**config.mk**
```make
export PLATFORM = sky130hd
export DESIGN_NAME = url_authority_parser_flat
export DESIGN_NICKNAME = d
export VERILOG_FILES = /design/src/rtl/core/uap_pkg.sv /design/src/rtl/core/uap_if.sv /design/src/rtl/core/url_authority_parser.sv /design/src/flat_wrapper.sv
export SDC_FILE = /design/constraint.sdc
export NUM_CORES = 1
export LEC_CHECK = 0
export BUFFER_PORTS_ARGS = -buffer_cell sky130_fd_sc_hd__buf_2
export CAP_MARGIN = 20
export CORE_UTILIZATION = 45
export CTS_CLUSTER_DIAMETER = 40
export DETAILED_ROUTE_END_ITERATION = 10
export HOLD_SLACK_MARGIN = 0.1
export PLACE_DENSITY = 0.65
export SYNTH_ARGS = -nofsm -noshare
export SYNTH_HDL_FRONTEND = slang
export SYNTH_SLANG_ARGS = --single-unit
```
**constraint.sdc**
```tcl
create_clock -name clk -period 13.8 [get_ports clk]
set_clock_uncertainty 0.1 [all_clocks]
set_input_delay 1.38 -clock clk [delete_from_list [all_inputs] [get_ports clk]]
set_output_delay 1.38 -clock clk [all_outputs]
set_load 0.01 [all_outputs]
```
**src/rtl/core/uap_pkg.sv**
```systemverilog
// Shared types, constants and character-class functions for the URL authority parser.
// No dependencies; every other file of the block depends on this package.
package uap_pkg;

  localparam int unsigned CapWidth  = 9;
  localparam int unsigned CountWidth = 8;
  localparam int unsigned PortWidth = 16;

  // Largest usable host buffer, terminator included.
  localparam logic [CapWidth-1:0] MaxHost = 9'd256;
  localparam logic [CapWidth-1:0] CapReset = 9'd256;
  localparam logic [PortWidth-1:0] PortMax = 16'd65535;

  localparam logic [7:0] ChAt     = 8'h40;  // '@'
  localparam logic [7:0] ChLBrack = 8'h5B;  // '['
  localparam logic [7:0] ChRBrack = 8'h5D;  // ']'
  localparam logic [7:0] ChColon  = 8'h3A;  // ':'
  localparam logic [7:0] ChDash   = 8'h2D;
  localparam logic [7:0] ChDot    = 8'h2E;
  localparam logic [7:0] ChUnder  = 8'h5F;
  localparam logic [7:0] ChZero   = 8'h30;

  typedef struct packed {
    logic [7:0] in_byte;
    logic       has_byte;
    logic       last_byte;
  } auth_item_t;

  typedef struct packed {
    logic [7:0]           host_byte;
    logic                 host_byte_valid;
    logic                 final_result;
    logic                 status;
    logic [CountWidth-1:0] host_length;
    logic [PortWidth-1:0] port_value;
    logic                 port_present;
  } auth_result_t;

  function automatic logic is_digit(input logic [7:0] c);
    return (c >= 8'h30) && (c <= 8'h39);
  endfunction

  function automatic logic is_reg_byte(input logic [7:0] c);
    return ((c >= 8'h61) && (c <= 8'h7A)) || ((c >= 8'h41) && (c <= 8'h5A)) ||
           is_digit(c) || (c == ChDash) || (c == ChDot) || (c == ChUnder);
  endfunction

  function automatic logic is_v6_byte(input logic [7:0] c);
    return ((c >= 8'h61) && (c <= 8'h66)) || ((c >= 8'h41) && (c <= 8'h46)) ||
           is_digit(c) || (c == ChColon) || (c == ChDot);
  endfunction

endpackage

```
**src/rtl/core/uap_if.sv**
```systemverilog
// Valid/ready channel interfaces for authority bytes in and parse results out.
// Depends on uap_pkg for the payload structs.
interface uap_in_if;
  logic                valid;
  logic                ready;
  uap_pkg::auth_item_t data;

  modport source (output valid, output data, input ready);
  modport sink   (input valid, input data, output ready);
endinterface

interface uap_out_if;
  logic                  valid;
  logic                  ready;
  uap_pkg::auth_result_t data;

  modport source (output valid, output data, input ready);
  modport sink   (input valid, input data, output ready);
endinterface

```
**src/rtl/core/url_authority_parser.sv**
```systemverilog
// URL authority parser: checks host[:port] one byte per beat and streams host bytes.
// Depends on uap_pkg and the channel interfaces in uap_if.sv.

// Every input beat gives exactly one result beat, registered into the two-entry
// output buffer when it is taken. The parser takes one byte per cycle while the
// buffer's skid entry is empty: the byte is classified and the running state
// (phase, host count, port value, reject flag) updated combinationally, so a new
// byte is still taken while an earlier result waits on a stalled sink.
// Intermediate results carry the host byte when it joins the host; the result of
// the beat with last_byte set carries the verdict, the host length and the port.
// After that beat the parser is back at the start of an authority. The capacity
// register is written with cfg_we and may only change while the block is idle.
module url_authority_parser (
  input  logic                          clk,
  input  logic                          rst,
  input  logic                          cfg_we,
  input  logic [uap_pkg::CapWidth-1:0]  cfg_data,
  uap_in_if.sink                        chars,
  uap_out_if.source                     results
);
  import uap_pkg::*;

  typedef enum logic [2:0] {
    PH_START,
    PH_REG,
    PH_V6,
    PH_AFTER_V6,
    PH_PORT_START,
    PH_PORT_DIGITS
  } phase_t;

  logic [CapWidth-1:0]   host_capacity;
  phase_t                phase, phase_next;
  logic [PortWidth-1:0]  port_accum, port_accum_next;
  logic [CountWidth-1:0] host_count, host_count_next;
  logic                  reject_flag, reject_next;

  logic                  accept;
  logic                  take;
  logic [CapWidth-1:0]   eff_cap;
  logic [19:0]           port_prod;
  logic                  bad;
  auth_item_t            item;
  auth_result_t          res;

  auth_result_t          out_data, skid_data;
  logic                  out_valid, skid_valid;

  assign item    = chars.data;
  assign accept  = chars.valid && chars.ready;
  assign eff_cap = (host_capacity > MaxHost) ? MaxHost : host_capacity;
  assign port_prod = {1'b0, port_accum, 3'b000} + {3'b000, port_accum, 1'b0} +
                     {16'd0, item.in_byte[3:0] - ChZero[3:0]};

  always_comb begin
    phase_next      = phase;
    port_accum_next = port_accum;
    host_count_next = host_count;
    reject_next     = reject_flag;
    take            = 1'b0;
    if (item.has_byte && !reject_flag) begin
      if (item.in_byte == ChAt) begin
        reject_next = 1'b1;
      end else begin
        case (phase)
          PH_START, PH_REG: begin
            if (phase == PH_START && item.in_byte == ChLBrack) begin
              phase_next = PH_V6;
            end else if (item.in_byte == ChColon) begin
              phase_next = PH_PORT_START;
            end else if (is_reg_byte(item.in_byte)) begin
              phase_next = PH_REG;
              take       = 1'b1;
            end else begin
              reject_next = 1'b1;
            end
          end
          PH_V6: begin
            if (item.in_byte == ChRBrack) begin
              if (host_count == '0) begin
                reject_next = 1'b1;
              end else begin
                phase_next = PH_AFTER_V6;
              end
            end else if (is_v6_byte(item.in_byte)) begin
              take = 1'b1;
            end else begin
              reject_next = 1'b1;
            end
          end
          PH_AFTER_V6: begin
            if (item.in_byte == ChColon) begin
              phase_next = PH_PORT_START;
            end else begin
              reject_next = 1'b1;
            end
          end
          PH_PORT_START, PH_PORT_DIGITS: begin
            if (is_digit(item.in_byte) && port_prod <= {4'd0, PortMax}) begin
              port_accum_next = port_prod[PortWidth-1:0];
              phase_next      = PH_PORT_DIGITS;
            end else begin
              reject_next = 1'b1;
            end
          end
          default: begin
            reject_next = 1'b1;
          end
        endcase
      end
    end

    // A host byte that would leave no room for the terminator rejects.
    if (take) begin
      if (({1'b0, host_count} + 9'd1) >= eff_cap) begin
        take        = 1'b0;
        reject_next = 1'b1;
      end else begin
        host_count_next = host_count + 8'd1;
      end
    end

    bad = reject_next || ({1'b0, host_count_next} >= eff_cap) ||
          (phase_next == PH_V6) || (phase_next == PH_PORT_START) ||
          ((phase_next == PH_PORT_DIGITS) && (port_accum_next == '0));

    res                 = '0;
    res.host_byte       = take ? item.in_byte : 8'd0;
    res.host_byte_valid = take;
    res.final_result    = item.last_byte;
    if (item.last_byte) begin
      res.status = bad;
      if (!bad) begin
        res.host_length = host_count_next;
        if (phase_next == PH_PORT_DIGITS) begin
          res.port_value   = port_accum_next;
          res.port_present = 1'b1;
        end
      end
    end
  end

  always_ff @(posedge clk) begin
    if (rst) begin
      host_capacity <= CapReset;
    end else if (cfg_we) begin
      host_capacity <= cfg_data;
    end
  end

  always_ff @(posedge clk) begin
    if (rst) begin
      phase       <= PH_START;
      port_accum  <= '0;
      host_count  <= '0;
      reject_flag <= 1'b0;
    end else if (accept) begin
      if (item.last_byte) begin
        phase       <= PH_START;
        port_accum  <= '0;
        host_count  <= '0;
        reject_flag <= 1'b0;
      end else begin
        phase       <= phase_next;
        port_accum  <= port_accum_next;
        host_count  <= host_count_next;
        reject_flag <= reject_next;
      end
    end
  end

  // Two-entry output buffer: the skid entry catches a beat that arrives while
  // the head result is stalled.
  always_ff @(posedge clk) begin
    if (rst) begin
      out_valid  <= 1'b0;
      skid_valid <= 1'b0;
    end else if (!out_valid || results.ready) begin
      if (skid_valid) begin
        out_valid  <= 1'b1;
        skid_valid <= accept;
      end else begin
        out_valid <= accept;
      end
    end else if (accept) begin
      skid_valid <= 1'b1;
    end
  end

  always_ff @(posedge clk) begin
    if (!out_valid || results.ready) begin
      if (skid_valid) begin
        out_data  <= skid_data;
        skid_data <= res;
      end else begin
        out_data <= res;
      end
    end else if (accept) begin
      skid_data <= res;
    end
  end

  assign chars.ready   = !skid_valid;
  assign results.valid = out_valid;
  assign results.data  = out_data;

`ifndef NO_ASSERTIONS
  a_skid_behind_head: assert property (@(posedge clk) disable iff (rst)
    skid_valid |-> out_valid)
    else $error("skid entry holds a beat while the head is empty");

  a_clear_after_last: assert property (@(posedge clk) disable iff (rst)
    (accept && item.last_byte) |=>
      (phase == PH_START && host_count == '0 && port_accum == '0 && !reject_flag))
    else $error("parser state not cleared after the last beat");

  a_status_only_final: assert property (@(posedge clk) disable iff (rst)
    (out_valid && (out_data.status || out_data.port_present)) |-> out_data.final_result)
    else $error("verdict fields set on a result that is not final");

  a_port_nonzero: assert property (@(posedge clk) disable iff (rst)
    (out_valid && out_data.port_present) |->
      (!out_data.status && out_data.port_value != '0))
    else $error("port reported on a rejected authority or as zero");

  a_stall_to_skid: assert property (@(posedge clk) disable iff (rst)
    (accept && out_valid && !results.ready) |=> skid_valid)
    else $error("beat taken during a stall was not kept");
`endif

endmodule
```
**src/flat_wrapper.sv**
```systemverilog
// flat-port wrapper written by rule: the top's interface ports become plain ports
module url_authority_parser_flat import uap_pkg::*;
  (clk, rst, cfg_we, cfg_data, chars_valid, chars_data, chars_ready, results_valid, results_data, results_ready);
  uap_in_if chars_i ();
  uap_out_if results_i ();
  input  logic clk;
  input  logic rst;
  input  logic cfg_we;
  input  logic [uap_pkg::CapWidth-1:0] cfg_data;
  input wire logic [$bits(chars_i.valid)-1:0] chars_valid;
  input wire logic [$bits(chars_i.data)-1:0] chars_data;
  output wire logic [$bits(chars_i.ready)-1:0] chars_ready;
  output wire logic [$bits(results_i.valid)-1:0] results_valid;
  output wire logic [$bits(results_i.data)-1:0] results_data;
  input wire logic [$bits(results_i.ready)-1:0] results_ready;
  assign chars_i.valid = chars_valid;
  assign chars_i.data = chars_data;
  assign chars_ready = chars_i.ready;
  assign results_valid = results_i.valid;
  assign results_data = results_i.data;
  assign results_i.ready = results_ready;
  url_authority_parser u_core (.clk(clk), .rst(rst), .cfg_we(cfg_we), .cfg_data(cfg_data), .chars(chars_i), .results(results_i));
endmodule
```
==> reports/results.tsv <==
stage	metric	value	unit
finish	fin_util	51.0	%
timing	finalCritPeriodShare	46.8	%
timing	rsz0062_at_grt	no	
power_and_ir_drop	pwr-share-seq	54.0	%
min_path	hold_path_class	flip-flop to flip-flop	
floorplanning	die_area	15400	µm²
global_routing	grt_max_degree	41	
timing	relSlewSlack	27.8	%
power_and_ir_drop	clkPwrFrac	37.4	%
placed_design	port-buffer-count	61	
timing	hold_viol	0	
yosys	syn_area	6690	µm²
global_routing	first_global_vias	5117	
global_routing	grt_overflow	0	
critical_path	crit_fanout	20	
yosys	synthDistinctLibCells	76	
placed_design	routabilityCongestion	0.937	
routing	initialDrtViolationCount	540	
critical_path	arrival	6.54	ns
power_and_ir_drop	power.density	92.8	nW/µm²
routing	wl_per_cell	17.4	µm
yosys	syn_nets	768	
finish	mostFrequentLayoutCells	nand2_1, nor2_1, edfxtp_1	
min_path	whs_path_depth	2	
cts	cts_setup_buffers	0	
cts	cts.sinks	111	
yosys	dominantRegCellSynth	edfxtp_1	
routing	wirelength	16.0	mm
yosys	synthCells	692	
yosys	synth_edf_count	72	
power_and_ir_drop	p_int	514	µW
yosys	synth_seq_area_share	44.0	%
placed_design	post-dp-hpwl	11.8	mm
outcome	status	finished, final reports clean	
floorplanning	row_count	44	
critical_path	r2r_cells	19	
yosys	synth_area_leaders	edfxtp_1, dfxtp_1, ha_1	
finish	num-fill-cells	1344	
power_and_ir_drop	swShare	25.3	%
critical_path	start_kind	input port	
routing	num_vias	5442	
finish	syn_to_final_growth	10.9	%
placed_design	dpl_cell_area	7120	µm²
yosys	yosys_warnings	0	
yosys	synth_area_leader_cell	edfxtp_1	
cts	root_buffer	clkbuf_16	
floorplanning	die_h	124	µm
power_and_ir_drop	leakage	3.09	nW
routing	vias_per_cell	5.90	
timing	report.final.slew_viol_count	0	
cts	clk_pin_slew	0.08	ns
timing	setup_viol	0	
critical_path	critPathCaptureType	flip-flop	
finish	fin_area	7420	µm²
cts	holdBufCountCts	0	
timing	fmax	0.155	GHz
routing	antenna_left	0	
timing	worst_slew_pin_slew	1.08	ns
critical_path	crit_required	13.88	ns
critical_path	critPathKind	input port to flip-flop	
cts	cts_buffers	9	
global_routing	track_usage	21.8	%
flow_run	drv_cap	0	
floorplanning	initial_utilization	46.0	%
routing	firstDrtPassIters	6	
power_and_ir_drop	peakVddDrop	0.0572	mV
floorplanning	core_area	14500	µm²
timing	final.setup.tns	0	ns
timing	fin_crit	6.46	ns
cts	cts_max_path_buffers	2	
power_and_ir_drop	switchingPower	174	µW
cts	cts_resized	0	
global_routing	grt_pass1_wl	25.8	mm
floorplanning	pin_count	62	
global_routing	antenna_found_initial	2	
finish	layout-drive-gt1-share	14.8	%
floorplanning	die_w	124	µm
yosys	avgSynthCellArea	9.67	µm²
routing	drc	0	
cts	worstSkewPairLatency	0.35	ns
cts	cts_tree	yes	
yosys	ys_ff_latch	111	
power_and_ir_drop	power_frac_comb	8.6	%
finish	finalNetCount	807	
yosys	synth_top_area_share	32.3	%
cts	h-tree-depth	3	
yosys	async_reset_ff_share	0	%
[final cells by class]
cell class | count | area [µm²] | area share, %
antenna | 2 | 5.00 | 0.0675
timing repair buffer | 66 | 343 | 4.62
multi-input combinational | 519 | 3510 | 47.3
tap | 184 | 230 | 3.10
sequential | 111 | 2940 | 39.7
clock buffer | 9 | 225 | 3.04
inverter | 24 | 90.1 | 1.21
clock inverter | 7 | 70.1 | 0.945
[power groups by stage]
stage	Sequential, mW	Combinational, mW	Clock [mW]
final	0.372	0.0592	0.258
after global routing	0.374	0.0657	0.276
after CTS	0.372	0.0594	0.261
after detailed placement	0.380	0.0592	0
after global placement	0.379	0.0584	0
after floorplan	0.383	0.0340	0
[sequential cells by signal, summed over array words and instances (netlist names)]
signal and cells:
u_core.phase 3, u_core.host_capacity 9, u_core.skid_valid 1, u_core.skid_data 36
u_core.host_count 8, u_core.port_accum 16, u_core.results.valid 1, u_core.results.data 36
u_core.reject_flag 1
[per-stage QoR]
step | instances | power, mW | hold slack (ns) | setup slack (ns)
final | 922 | 0.689 | 0.395 | 7.34
after global routing | 920 | 0.716 | 0.422 | 6.83
after CTS | 920 | 0.693 | 0.402 | 7.39
after detailed placement | 904 | 0.439 | 0.382 | 7.03
after global placement | 904 | 0.438 | 0.370 | 7.26
after floorplan | 692 | 0.417 | 0.352 | 8.19
[logic make-up (layout without fill, tap and decap cells)]
kind of cell | after synthesis | after routing | share of synthesized area (%)
flip-flops | 111 | 111 | 44.0
AO/OA/AOI/OAI | 160 | 160 | 17.1
buffers and inverters | 62 | 106 | 3.82
other | 1 | 3 | 0.0561
multiplexers | 21 | 21 | 3.35
AND/OR/NAND/NOR | 263 | 263 | 18.9
adder cells (fa/ha/maj) | 52 | 52 | 9.95
XOR/XNOR | 22 | 22 | 2.88
[worst max-delay path: stages]
cell and delay, ns:
buf_2 0.15, nor4b_1 0.54, nand3_1 0.15, o211ai_1 0.16, a32oi_1 0.11, a311oi_2 0.90, xnor2_1 0.30, ha_1 0.34
nand2b_1 0.13, a211oi_1 0.25, nor3_1 0.10, o311ai_0 0.37, a21oi_1 0.15, a311oi_1 0.23, o2111a_1 0.35, nand4_1 0.57
o21ai_0 0.35
[cell usage after synthesis (all sizes together), types with 4 or more instances]
| cell | number |
|---|---|
| a211oi | 9 |
| a21o | 9 |
| a21oi | 33 |
| a22oi | 13 |
| a2bb2oi | 12 |
| a31oi | 4 |
| and2 | 19 |
| and3 | 6 |
| buf | 12 |
| clkbuf | 26 |
| dfxtp | 39 |
| edfxtp | 72 |
| ha | 50 |
| inv | 23 |
| mux2i | 20 |
| nand2 | 78 |
| nand3 | 18 |
| nand4 | 8 |
| nor2 | 78 |
| nor2b | 5 |
| nor3 | 15 |
| nor3b | 4 |
| nor4 | 9 |
| o211ai | 7 |
| o21ai | 41 |
| xnor2 | 14 |
| xor2 | 8 |
[routing by layer]
layer,GRT usage [%],vias to the layer above,share of wire (%)
li1,-,2636,-
met4,5.43,0,0.95
met2,33.9,152,45
met3,3.02,13,5.1
met5,0,-,0
met1,31.8,2641,49
[final timing paths]
| path | start | end | slack, ns |
|---|---|---|---|
| min | u_core.host_capacity[5] | u_core.host_capacity[5] | 0.40 |
| max | chars_data[5] | u_core.results.data[5] | 7.34 |
| max reg2reg | u_core.host_count[0] | u_core.results.data[5] | 7.45 |
| min reg2reg | u_core.host_capacity[5] | u_core.host_capacity[5] | 0.40 |
Note: power is estimated with default switching activity, not from simulation.
